### config.mk
export PLATFORM = sky130hd
export DESIGN_NAME = tcp_udp_pseudo_header_sum
export DESIGN_NICKNAME = d
export VERILOG_FILES = /design/src/sv/tups_pkg.sv /design/src/sv/tcp_udp_pseudo_header_sum.sv /design/src/sv/tups_parser.sv
export SDC_FILE = /design/constraint.sdc
export NUM_CORES = 1
export LEC_CHECK = 0
export ABC_AREA = 1
export ABC_CLOCK_PERIOD_IN_PS = 7000
export BUFFER_PORTS_ARGS = -buffer_cell sky130_fd_sc_hd__buf_2
export CORE_MARGIN = 4
export CORE_UTILIZATION = 40
export DETAILED_ROUTE_END_ITERATION = 10
export PLACE_DENSITY = 0.56
export SETUP_SLACK_MARGIN = 0.3
export SYNTH_ARGS = -nofsm -noshare
export SYNTH_HDL_FRONTEND = slang
export SYNTH_SLANG_ARGS = --single-unit
### constraint.sdc
create_clock -name clk -period 7 [get_ports clk]
set_clock_uncertainty 0.2 [all_clocks]
set_input_delay 1.05 -clock clk [delete_from_list [all_inputs] [get_ports clk]]
set_output_delay 1.05 -clock clk [all_outputs]
set_load 0.01 [all_outputs]
### src/sv/tups_pkg.sv
// Shared types, protocol codes and one's-complement helpers for the
// TCP/UDP pseudo-header sum block. No dependencies.
`timescale 1ns / 1ps
`default_nettype none

package tups_pkg;

    // Byte stream transfer: one packet byte and its end marker
    typedef struct packed {
        logic [7:0] data_byte;
        logic       last_byte;
    } byte_item_t;

    // Result transfer: folded pseudo-header sum and status
    typedef struct packed {
        logic [15:0] initial_sum;
        logic [1:0]  status;
    } sum_item_t;

    // Packet summary captured on the last byte, handed from parser to finish stage
    typedef struct packed {
        logic [3:0]  version;
        logic [7:0]  protocol;
        logic [15:0] header_sum;
        logic [15:0] pseudo_sum;
        logic [15:0] l4_length;
    } pkt_summary_t;

    localparam logic [1:0] ST_VALID   = 2'd0;
    localparam logic [1:0] ST_UNKNOWN = 2'd1;
    localparam logic [1:0] ST_BAD_HDR = 2'd2;

    localparam logic [3:0] IP_VER_4 = 4'd4;
    localparam logic [3:0] IP_VER_6 = 4'd6;

    localparam logic [7:0] PROTO_TCP = 8'd6;
    localparam logic [7:0] PROTO_UDP = 8'd17;

    localparam logic [15:0] HDR_SUM_GOOD = 16'hFFFF;

    // One's-complement add with end-around carry
    function automatic logic [15:0] oc_add(input logic [15:0] a, input logic [15:0] b);
        logic [16:0] s;
        s = {1'b0, a} + {1'b0, b};
        return s[15:0] + {15'h0000, s[16]};
    endfunction

    // Three-term one's-complement add, folded twice
    function automatic logic [15:0] oc_add3(input logic [15:0] a, input logic [15:0] b,
                                            input logic [15:0] c);
        logic [17:0] s;
        logic [16:0] f;
        s = {2'b00, a} + {2'b00, b} + {2'b00, c};
        f = {1'b0, s[15:0]} + {15'h0000, s[17:16]};
        return f[15:0] + {15'h0000, f[16]};
    endfunction

endpackage

`default_nettype wire

### src/sv/tcp_udp_pseudo_header_sum.sv
// TCP/UDP pseudo-header sum over an IP packet byte stream: top level with
// summary and result registers. Depends on tups_pkg and tups_parser.
//
// Usage:
//   Byte channel (byte_valid / byte_stall / byte_item): one packet byte per
//   transfer, starting at IP header byte zero; last_byte marks the end.
//   Sum channel (sum_valid / sum_stall / sum_item): one result per packet,
//   the uncomplemented pseudo-header sum and a status code.
//   Throughput: one byte per cycle while byte_stall is low, sustained across
//   packet boundaries.
//   Path: the last byte's summary passes from the parser into the summary
//   register and then into the result register, which drives sum_valid.
//   Stall: while sum_stall holds a waiting result, one more finished packet
//   waits in the summary register; bytes keep flowing until that register is
//   also full and cannot advance, then byte_stall rises in the same cycle.
//   Reset: rst_n clears the parser state and both valid flags; the first
//   byte after reset is byte zero of a packet.
`timescale 1ns / 1ps
`default_nettype none

module tcp_udp_pseudo_header_sum
    import tups_pkg::*;
(
    input  wire logic       clk,
    input  wire logic       rst_n,
    input  wire logic       byte_valid,
    output      logic       byte_stall,
    input  wire byte_item_t byte_item,
    output      logic       sum_valid,
    input  wire logic       sum_stall,
    output      sum_item_t  sum_item
);

    pkt_summary_t summary;
    pkt_summary_t fin_reg;
    logic         fin_valid_reg, fin_valid_next;
    sum_item_t    out_reg, out_next;
    logic         out_valid_reg, out_valid_next;

    logic take;
    logic fin_move;
    logic fin_load;

    // Advance the summary into the result register when that slot is free or its result is being taken
    assign fin_move   = fin_valid_reg && (!out_valid_reg || !sum_stall);
    // Hold bytes only when the summary register is full and stuck
    assign byte_stall = fin_valid_reg && !fin_move;
    assign take       = byte_valid && !byte_stall;
    assign fin_load   = take && byte_item.last_byte;

    tups_parser u_parser (
        .clk     (clk),
        .rst_n   (rst_n),
        .take    (take),
        .item    (byte_item),
        .summary (summary)
    );

    always_comb
    begin
        fin_valid_next = fin_valid_reg;
        if (fin_load)
        begin
            fin_valid_next = 1'b1;
        end
        else if (fin_move)
        begin
            fin_valid_next = 1'b0;
        end

        out_valid_next = out_valid_reg && sum_stall;
        if (fin_move)
        begin
            out_valid_next = 1'b1;
        end

        // Status precedence: bad version, then bad protocol, then IPv4 header sum
        out_next.status      = ST_VALID;
        out_next.initial_sum = 16'h0000;
        if ((fin_reg.version != IP_VER_4) && (fin_reg.version != IP_VER_6))
        begin
            out_next.status = ST_UNKNOWN;
        end
        else if ((fin_reg.protocol != PROTO_TCP) && (fin_reg.protocol != PROTO_UDP))
        begin
            out_next.status = ST_UNKNOWN;
        end
        else if ((fin_reg.version == IP_VER_4) && (fin_reg.header_sum != HDR_SUM_GOOD))
        begin
            out_next.status = ST_BAD_HDR;
        end
        else
        begin
            // IPv6 carries its length inside the pseudo sum already
            out_next.initial_sum = oc_add3(fin_reg.pseudo_sum, {8'h00, fin_reg.protocol},
                                           (fin_reg.version == IP_VER_4) ?
                                           fin_reg.l4_length : 16'h0000);
        end
    end

    always_ff @(posedge clk or negedge rst_n)
    begin
        if (!rst_n)
        begin
            fin_valid_reg <= 1'b0;
            out_valid_reg <= 1'b0;
        end
        else
        begin
            fin_valid_reg <= fin_valid_next;
            out_valid_reg <= out_valid_next;
        end
    end

    // Payload registers: no reset needed
    always_ff @(posedge clk)
    begin
        if (fin_load)
        begin
            fin_reg <= summary;
        end
        if (fin_move)
        begin
            out_reg <= out_next;
        end
    end

    assign sum_valid = out_valid_reg;
    assign sum_item  = out_reg;

    a_fail_zero_sum: assert property (@(posedge clk) disable iff (!rst_n)
        (sum_valid && (sum_item.status != ST_VALID)) |-> (sum_item.initial_sum == 16'h0000))
        else $error("nonzero sum with failing status");

    a_status_code: assert property (@(posedge clk) disable iff (!rst_n)
        sum_valid |-> ((sum_item.status == ST_VALID) || (sum_item.status == ST_UNKNOWN) ||
                       (sum_item.status == ST_BAD_HDR)))
        else $error("undefined status code");

    a_result_source: assert property (@(posedge clk) disable iff (!rst_n)
        $rose(sum_valid) |-> $past(fin_valid_reg))
        else $error("result without a pending summary");

    a_summary_hold: assert property (@(posedge clk) disable iff (!rst_n)
        (fin_valid_reg && !fin_move) |=> (fin_valid_reg && $stable(fin_reg)))
        else $error("blocked summary lost or changed");

endmodule

`default_nettype wire

### src/sv/tups_parser.sv
// Per-byte header parser: tracks byte position, version, IHL, protocol and
// running header and pseudo-header sums. Depends on tups_pkg.
`timescale 1ns / 1ps
`default_nettype none

module tups_parser
    import tups_pkg::*;
(
    input  wire logic         clk,
    input  wire logic         rst_n,
    input  wire logic         take,
    input  wire byte_item_t   item,
    output pkt_summary_t      summary
);

    localparam logic [5:0] IDX_V4_PROTO    = 6'd9;
    localparam logic [5:0] IDX_V6_NEXT_HDR = 6'd6;
    localparam logic [5:0] IDX_V4_ADDR_LO  = 6'd12;
    localparam logic [5:0] IDX_V4_ADDR_HI  = 6'd19;
    localparam logic [5:0] IDX_V6_LEN_LO   = 6'd4;
    localparam logic [5:0] IDX_V6_LEN_HI   = 6'd5;
    localparam logic [5:0] IDX_V6_ADDR_LO  = 6'd8;
    localparam logic [5:0] IDX_V6_ADDR_HI  = 6'd39;
    localparam logic [5:0] IDX_LAST_HDR    = 6'd63;

    logic [15:0] byte_count_reg,  byte_count_next;
    logic        past_header_reg, past_header_next;
    logic [3:0]  version_reg,     version_next;
    logic [3:0]  hdr_words_reg,   hdr_words_next;
    logic [7:0]  protocol_reg,    protocol_next;
    logic [7:0]  held_byte_reg,   held_byte_next;
    logic [15:0] hdr_sum_reg,     hdr_sum_next;
    logic [15:0] pseudo_sum_reg,  pseudo_sum_next;

    logic [5:0]  idx;
    logic [3:0]  ver;
    logic [3:0]  hw;
    logic        odd;
    logic        add_now;
    logic        in_pseudo;
    logic [15:0] word;

    always_comb
    begin
        idx     = byte_count_reg[5:0];
        ver     = (idx == 6'd0) ? item.data_byte[7:4] : version_reg;
        hw      = (idx == 6'd0) ? item.data_byte[3:0] : hdr_words_reg;
        odd     = idx[0];
        word    = odd ? {held_byte_reg, item.data_byte} : {item.data_byte, 8'h00};
        add_now = odd || item.last_byte;

        in_pseudo = ((ver == IP_VER_4) && (idx inside {[IDX_V4_ADDR_LO:IDX_V4_ADDR_HI]})) ||
                    ((ver == IP_VER_6) && ((idx inside {[IDX_V6_LEN_LO:IDX_V6_LEN_HI]}) ||
                                           (idx inside {[IDX_V6_ADDR_LO:IDX_V6_ADDR_HI]})));

        byte_count_next  = byte_count_reg + 16'd1;
        past_header_next = past_header_reg;
        version_next     = version_reg;
        hdr_words_next   = hdr_words_reg;
        protocol_next    = protocol_reg;
        held_byte_next   = held_byte_reg;
        hdr_sum_next     = hdr_sum_reg;
        pseudo_sum_next  = pseudo_sum_reg;

        // Bytes beyond the first 64 take no part in any sum
        if (!past_header_reg)
        begin
            version_next   = ver;
            hdr_words_next = hw;
            if (((ver == IP_VER_4) && (idx == IDX_V4_PROTO)) ||
                ((ver == IP_VER_6) && (idx == IDX_V6_NEXT_HDR)))
            begin
                protocol_next = item.data_byte;
            end
            if ((ver == IP_VER_4) && (idx < {hw, 2'b00}) && add_now)
            begin
                hdr_sum_next = oc_add(hdr_sum_reg, word);
            end
            if (in_pseudo && add_now)
            begin
                pseudo_sum_next = oc_add(pseudo_sum_reg, word);
            end
            if (!odd)
            begin
                held_byte_next = item.data_byte;
            end
            if (idx == IDX_LAST_HDR)
            begin
                past_header_next = 1'b1;
            end
        end

        summary.version    = version_next;
        summary.protocol   = protocol_next;
        summary.header_sum = hdr_sum_next;
        summary.pseudo_sum = pseudo_sum_next;
        summary.l4_length  = byte_count_next - {10'h000, hdr_words_next, 2'b00};
    end

    always_ff @(posedge clk or negedge rst_n)
    begin
        if (!rst_n)
        begin
            byte_count_reg  <= '0;
            past_header_reg <= 1'b0;
            version_reg     <= '0;
            hdr_words_reg   <= '0;
            protocol_reg    <= '0;
            held_byte_reg   <= '0;
            hdr_sum_reg     <= '0;
            pseudo_sum_reg  <= '0;
        end
        else if (take)
        begin
            if (item.last_byte)
            begin
                // Start clean for the next packet
                byte_count_reg  <= '0;
                past_header_reg <= 1'b0;
                version_reg     <= '0;
                hdr_words_reg   <= '0;
                protocol_reg    <= '0;
                held_byte_reg   <= '0;
                hdr_sum_reg     <= '0;
                pseudo_sum_reg  <= '0;
            end
            else
            begin
                byte_count_reg  <= byte_count_next;
                past_header_reg <= past_header_next;
                version_reg     <= version_next;
                hdr_words_reg   <= hdr_words_next;
                protocol_reg    <= protocol_next;
                held_byte_reg   <= held_byte_next;
                hdr_sum_reg     <= hdr_sum_next;
                pseudo_sum_reg  <= pseudo_sum_next;
            end
        end
    end

endmodule

`default_nettype wire
* Yosys cells after proc, flatten, opt, wreduce, memory -nomap -nowiden
Cells that the tools add are included.
W data, S select, Z words.
** Word-level totals
- Word-level logic and storage cells :: 107
- Bits of input ports :: 13
- Bits in registers :: 153
** Cells by class
- $lt $le $gt $ge :: 7
- Eq/ne operators :: 13
- Add/sub/neg operators :: 10
- Reductions and logical operators :: 32
- Multiplexer cells :: 28
** Operator list (number)
- $mux W16 :: 9
- $add A16 B1 Y16 :: 3
- $mux W8 :: 6
- $add A16 B16 Y17 :: 2
- $mux W4 :: 6
- $add A17 B16 Y18 :: 1
- $logic_and A1 B1 Y1 :: 18
- $add A16 B2 Y17 :: 1
- $add A16 B8 Y17 :: 1
- $add A16 B1 Y16 const B :: 1
- $ne A16 B16 Y1 const B :: 1
- $sub A16 B6 Y16 :: 1
- $eq A4 B3 Y1 const B :: 3
- $ge A6 B4 Y1 const B :: 2
- $ne A4 B3 Y1 const B :: 2
- $ne A8 B3 Y1 const B :: 1
- $ne A8 B5 Y1 const B :: 1
- $eq A6 B3 Y1 const B :: 1
- $eq A6 B4 Y1 const B :: 1
- $eq A6 B6 Y1 const B :: 1
- $ge A6 B3 Y1 const B :: 1
- $le A6 B3 Y1 const B :: 1
- $le A6 B5 Y1 const B :: 1
- $le A6 B6 Y1 const B :: 1
- other kinds (11) :: 24

* Depth between registers and ports, before layout
- Depth in word-level cells :: 9
- Gate-level depth with buffers :: 44
- Depth with buffers taken out :: 43

* Hierarchy
A second synthesis with hierarchy kept.
** Unflattened totals
- Cells, all modules :: 1666
- Area, all modules :: 11776.3 µm²
** Modules (own cells, without submodules)
- tups_parser :: times used 1, sequential area each 1826.8 µm², cells an instance 1149, area an instance 7093.1 µm²
- tcp_udp_pseudo_header_sum :: times used 1, sequential area each 2392.3 µm², cells an instance 517, area an instance 4683.2 µm²

* Worst setup path after synthesis
Ideal clock, no wire load.
- Path kind :: reg-to-reg
- Start :: register fin_reg[56] in the netlist's numbering
- End :: register out_reg, in the netlist sum_item[16], data pin
- Cell stages (with the launch flop) :: 42
- Period minus slack after synthesis :: 5.953 ns
- Data arrival time :: 5.496 ns
- Slack :: 1.047 ns
- Data required time :: 6.543 ns
- Buffers on the path :: 1
- Cells stage by stage :: edfxtp_1 -> nor2_1 -> nand2_1 -> nor2_1 -> inv_1 -> clkbuf_1 -> nor2_1 -> fa_1 -> ha_1 -> nand3_1 -> nand2_1 -> nand2_1 -> nand2_1 -> nand2_1 -> nand2_1 -> a21boi_0 -> or2_2 -> a21boi_0 -> (+6 left out) -> nor2_4 -> nand4_1 -> nor2_1 -> ha_1 -> ha_1 -> inv_1 -> nor2_1 -> nand2_1 -> nor2_1 -> nand2_1 -> nor2_1 -> nand2_1 -> nor2_1 -> nand3_1 -> nor2_1 -> nand3_1 -> nand2_1 -> nor2_1
** Between the ends
- Longest elaborated chain between the ends :: 5
- Elaborated cells between the ends (all ways) :: 10
** Ends and longest elaborated chain
- start: declaration :: line tcp_udp_pseudo_header_sum.sv:35 : pkt_summary_t fin_reg;
- start signal: assignment :: line tcp_udp_pseudo_header_sum.sv:120 : fin_reg <= summary;
- $eq A4 B3 Y1 :: line tcp_udp_pseudo_header_sum.sv:88, tcp_udp_pseudo_header_sum.sv:96
- $mux W16 :: line tcp_udp_pseudo_header_sum.sv:96 : (fin_reg.version == IP_VER_4) ?
- $add A17 B16 Y18 :: line tups_pkg.sv:53 : s = {2'b00, a} + {2'b00, b} + {2'b00, c};
- $add A16 B2 Y17 :: line tups_pkg.sv:54 : f = {1'b0, s[15:0]} + {15'h0000, s[17:16]};
- $add A16 B1 Y16 :: line tups_pkg.sv:55 : return f[15:0] + {15'h0000, f[16]};
- end signal: assignment :: line tcp_udp_pseudo_header_sum.sv:124 : out_reg <= out_next;
- end: declaration :: line tcp_udp_pseudo_header_sum.sv:37 : sum_item_t out_reg, out_next;
Parallel ways exist; a longest one is shown, timed or not.
A chain may end at the register's enable or synchronous reset.

* Worst setup path after layout
Same ends and word-level chain as after synthesis.

==> results.json <==
{
  "ant_nets": 0,
  "endpoint_kind": "flop",
  "clock_path_buffers": 2,
  "synth_top_family_by_area": "simple AND/OR/NAND/NOR gates",
  "cp_slowest_cell": "fa_2",
  "final_common_cell": "nand2_1",
  "grt_pass1_vias": 9039,
  "dr.pass1.iters": 7,
  "timing.final.crit_share": 0.9199,
  "tns_ns": 0,
  "clk_latency_ns": 0.42,
  "clock_tree.root_cell": "clkbuf_16",
  "holdCritPathClass": "flop to flop",
  "intPower_mw": 1.951,
  "max_freq_mhz": 155.3,
  "async_reset_ff_frac": 0.4902,
  "synth_area_sq_um": 11490,
  "largest_reg_flops": 60,
  "final_cell_mix": "nand2_1, inv_1, nor2_1",
  "drt_wl_total_mm": 29.06,
  "rr_startpoint": "fin_reg[56]",
  "synth_area_leader_cell": "edfxtp_1",
  "hpwlAfterDp_mm": 22.72,
  "wl_per_cell_um": 14.81,
  "synth_mux_area_frac": 0,
  "rrSetupSlack_ns": 0.56,
  "critPathMaxStageDelay_ns": 0.46,
  "nets": 1672,
  "tightestPinTransition_ns": 1.193,
  "numCtsBuffers": 17,
  "grt_pass1_wl_mm": 46.84,
  "vdd_drop_max_mv": 0.1724,
  "die_x_um": 177.5,
  "track_usage": 0.1878,
  "io_buffers": 32,
  "antenna_found_initial": 0,
  "r2r_end": "sum_item[16]",
  "pwr-share-clk": 0.336,
  "rows": 61,
  "arrival_ns": 6.42,
  "slew_violations": 0,
  "first_iter_violations": 578,
  "syn_nets": 1628,
  "core-area_sq_um": 28090,
  "holdPathEnd": "sum_valid",
  "synth_top_area_frac": 0.2038,
  "grt_max_degree": 62,
  "yosysWarnings": 0,
  "overflow": 0,
  "synth_compound_area_frac": 0.1102,
  "synth_flop_cell": "edfxtp_1",
  "power_leakage_nw": 6.471,
  "die_y_um": 177.5,
  "viasPerCell": 4.947,
  "finalSetupViolations": 0,
  "cp-start-kind": "flop",
  "power.switching_mw": 1.013,
  "start_util": 0.4093,
  "synth.area.top_cells": "edfxtp_1, dfrtp_1, nand2_1",
  "hp-start": "fin_valid_reg",
  "n_antenna_cell": 0,
  "clk_pin_slew_ns": 0.07,
  "ff2ff_path_depth": 42,
  "power_frac_comb": 0.294,
  "syn2layout_area_growth_pct": 13.03,
  "drc_errors": 0,
  "min_period_ns": 6.439,
  "power_density_nw_per_um2": 228.2,
  "yosys.area_share.simple": 0.2816,
  "holdWs_ns": 0.2841,
  "die_area_sq_um": 31510,
  "max_cap_violations": 0,
  "layout-drive-gt1-share": 0.1186,
  "seqPwrFrac": 0.370,
  "hold_path_depth": 2,
  "synth_seq_cells": 153,
  "status": "completed",
  "dr_total_vias": 9711,
  "synth_xor_area_frac": 0.04300,
  "cts_tree": "yes",
  "crit_top_cell": "nand2_1",
  "power.share.switching": 0.3418,
  "synthCells": 1528,
  "avgSynthCellArea_sq_um": 7.523,
  "crit_fanout": 7,
  "h-tree-depth": 4,
  "yosysUniqueCellTypes": 55,
  "rsz0062_at_grt": "false",
  "timing_worst_setup_path_type": "flop to flop",
  "ys_seq_area_frac": 0.3670,
  "gp_congestion": 0.8783,
  "required_ns": 6.98,
  "synth-adder-area-share": 0.1032,
  "cts.sinks": 153,
  "synth_edf_count": 78,
  "pin_count": 33,
  "finalHoldViolCount": 0,
  "relSlewSlack": 0.1965
}
cell type report:
type                    instances  area, sq um
clock buffers                  21        483.0
clock inverters                11        155.1
fillers                      2876        15090
inverters                     250        947.2
multi-input cells            1098         6399
flip-flops and latches        153         4219
well taps                     378        473.0
repair buffers                 52        316.6
cells by family after synthesis:
| kind of cell | after synthesis |
|---|---|
| buffers and inverters | 277 |
| flip-flops | 153 |
| adder cells (fa/ha/maj) | 87 |
| AND/OR/NAND/NOR | 741 |
| XOR/XNOR | 53 |
| AO/OA/AOI/OAI | 217 |
cells in the mapped netlist (4+ instances only):
| cell type | n |
|---|---|
| o21ai_2 | 13 |
| xor2_1 | 35 |
| nand2_2 | 10 |
| edfxtp_1 | 78 |
| a21oi_1 | 49 |
| nand3_2 | 7 |
| nor2_1 | 124 |
| xnor2_1 | 14 |
| a21boi_0 | 4 |
| xor2_2 | 4 |
| nand2_1 | 422 |
| nand3b_1 | 7 |
| a21o_1 | 4 |
| o21bai_1 | 12 |
| o21ai_1 | 9 |
| dfrtp_1 | 75 |
| nand3_1 | 109 |
| fa_1 | 13 |
| and2_1 | 13 |
| nor2_4 | 7 |
| o21ai_0 | 80 |
| inv_1 | 244 |
| o22ai_1 | 29 |
| nor2_2 | 4 |
| or2_2 | 6 |
| clkbuf_1 | 16 |
| nand4_1 | 12 |
| inv_2 | 4 |
| buf_4 | 4 |
| ha_1 | 74 |
| nor3_1 | 8 |
| buf_6 | 4 |
critical path: cells and delay by family, from the launching register on:
family,cells,cell delay [ns]
AND/OR/NAND/NOR,29,3.16
adder cells (fa/ha/maj),6,1.50
buffers and inverters,4,0.56
flip-flops,1,0.37
AO/OA/AOI/OAI,2,0.21
XOR/XNOR,1,0.17
worst max-delay path by stage:
stage / slack, ns / cells after the start / startpoint / to
5_1_grt: 0.18 / 42 / fin_reg[56] / sum_item[16]
2_1_floorplan: 1.05 / 41 / fin_reg[56] / sum_item[16]
3_5_place_dp: 0.26 / 40 / fin_reg[56] / sum_item[16]
6_report: 0.56 / 42 / fin_reg[56] / sum_item[16]
4_1_cts: 0.37 / 40 / fin_reg[56] / sum_item[16]
3_3_place_gp: 0.44 / 40 / fin_reg[56] / sum_item[16]
metal layers:
layer | vias up | GRT usage | wire length, um
met5 | - | 0 | 0
met1 | 4498 | 0.2606 | 13670
met2 | 166 | 0.3176 | 14100
met3 | 17 | 0.02450 | 1009
li1 | 5030 | - | -
met4 | 0 | 0.03545 | 281
through the flow:
stage	util	cells	area [sq um]	total power [mW]	worst slack, ns
floorplan	-	1528	11490	1.734	1.047
global placement	0.4288	1917	12040	1.948	0.4366
detailed placement	0.4288	1917	12040	1.952	0.2649
CTS	0.4515	1949	12680	2.958	0.3732
global route	0.4626	1963	12990	3.157	0.1775
finish	0.4626	1963	12990	2.964	0.5609
power groups by stage:
| stage | combinational, mW | sequential [mW] | clock [mW] |
|---|---|---|---|
| final | 0.871 | 1.10 | 0.997 |
| after global routing | 0.994 | 1.10 | 1.06 |
| after CTS | 0.841 | 1.10 | 1.02 |
| after detailed placement | 0.837 | 1.12 | 0 |
| after global placement | 0.834 | 1.11 | 0 |
| after floorplan | 0.633 | 1.10 | 0 |
what timing repair did:
action	4_1_cts	5_1_grt
resized for setup	1	53
hold buffers	0	0
endpoints found under the setup margin	4	10
setup buffers	0	14
pin swaps	0	28
Note: power is estimated with default switching activity, not from simulation.
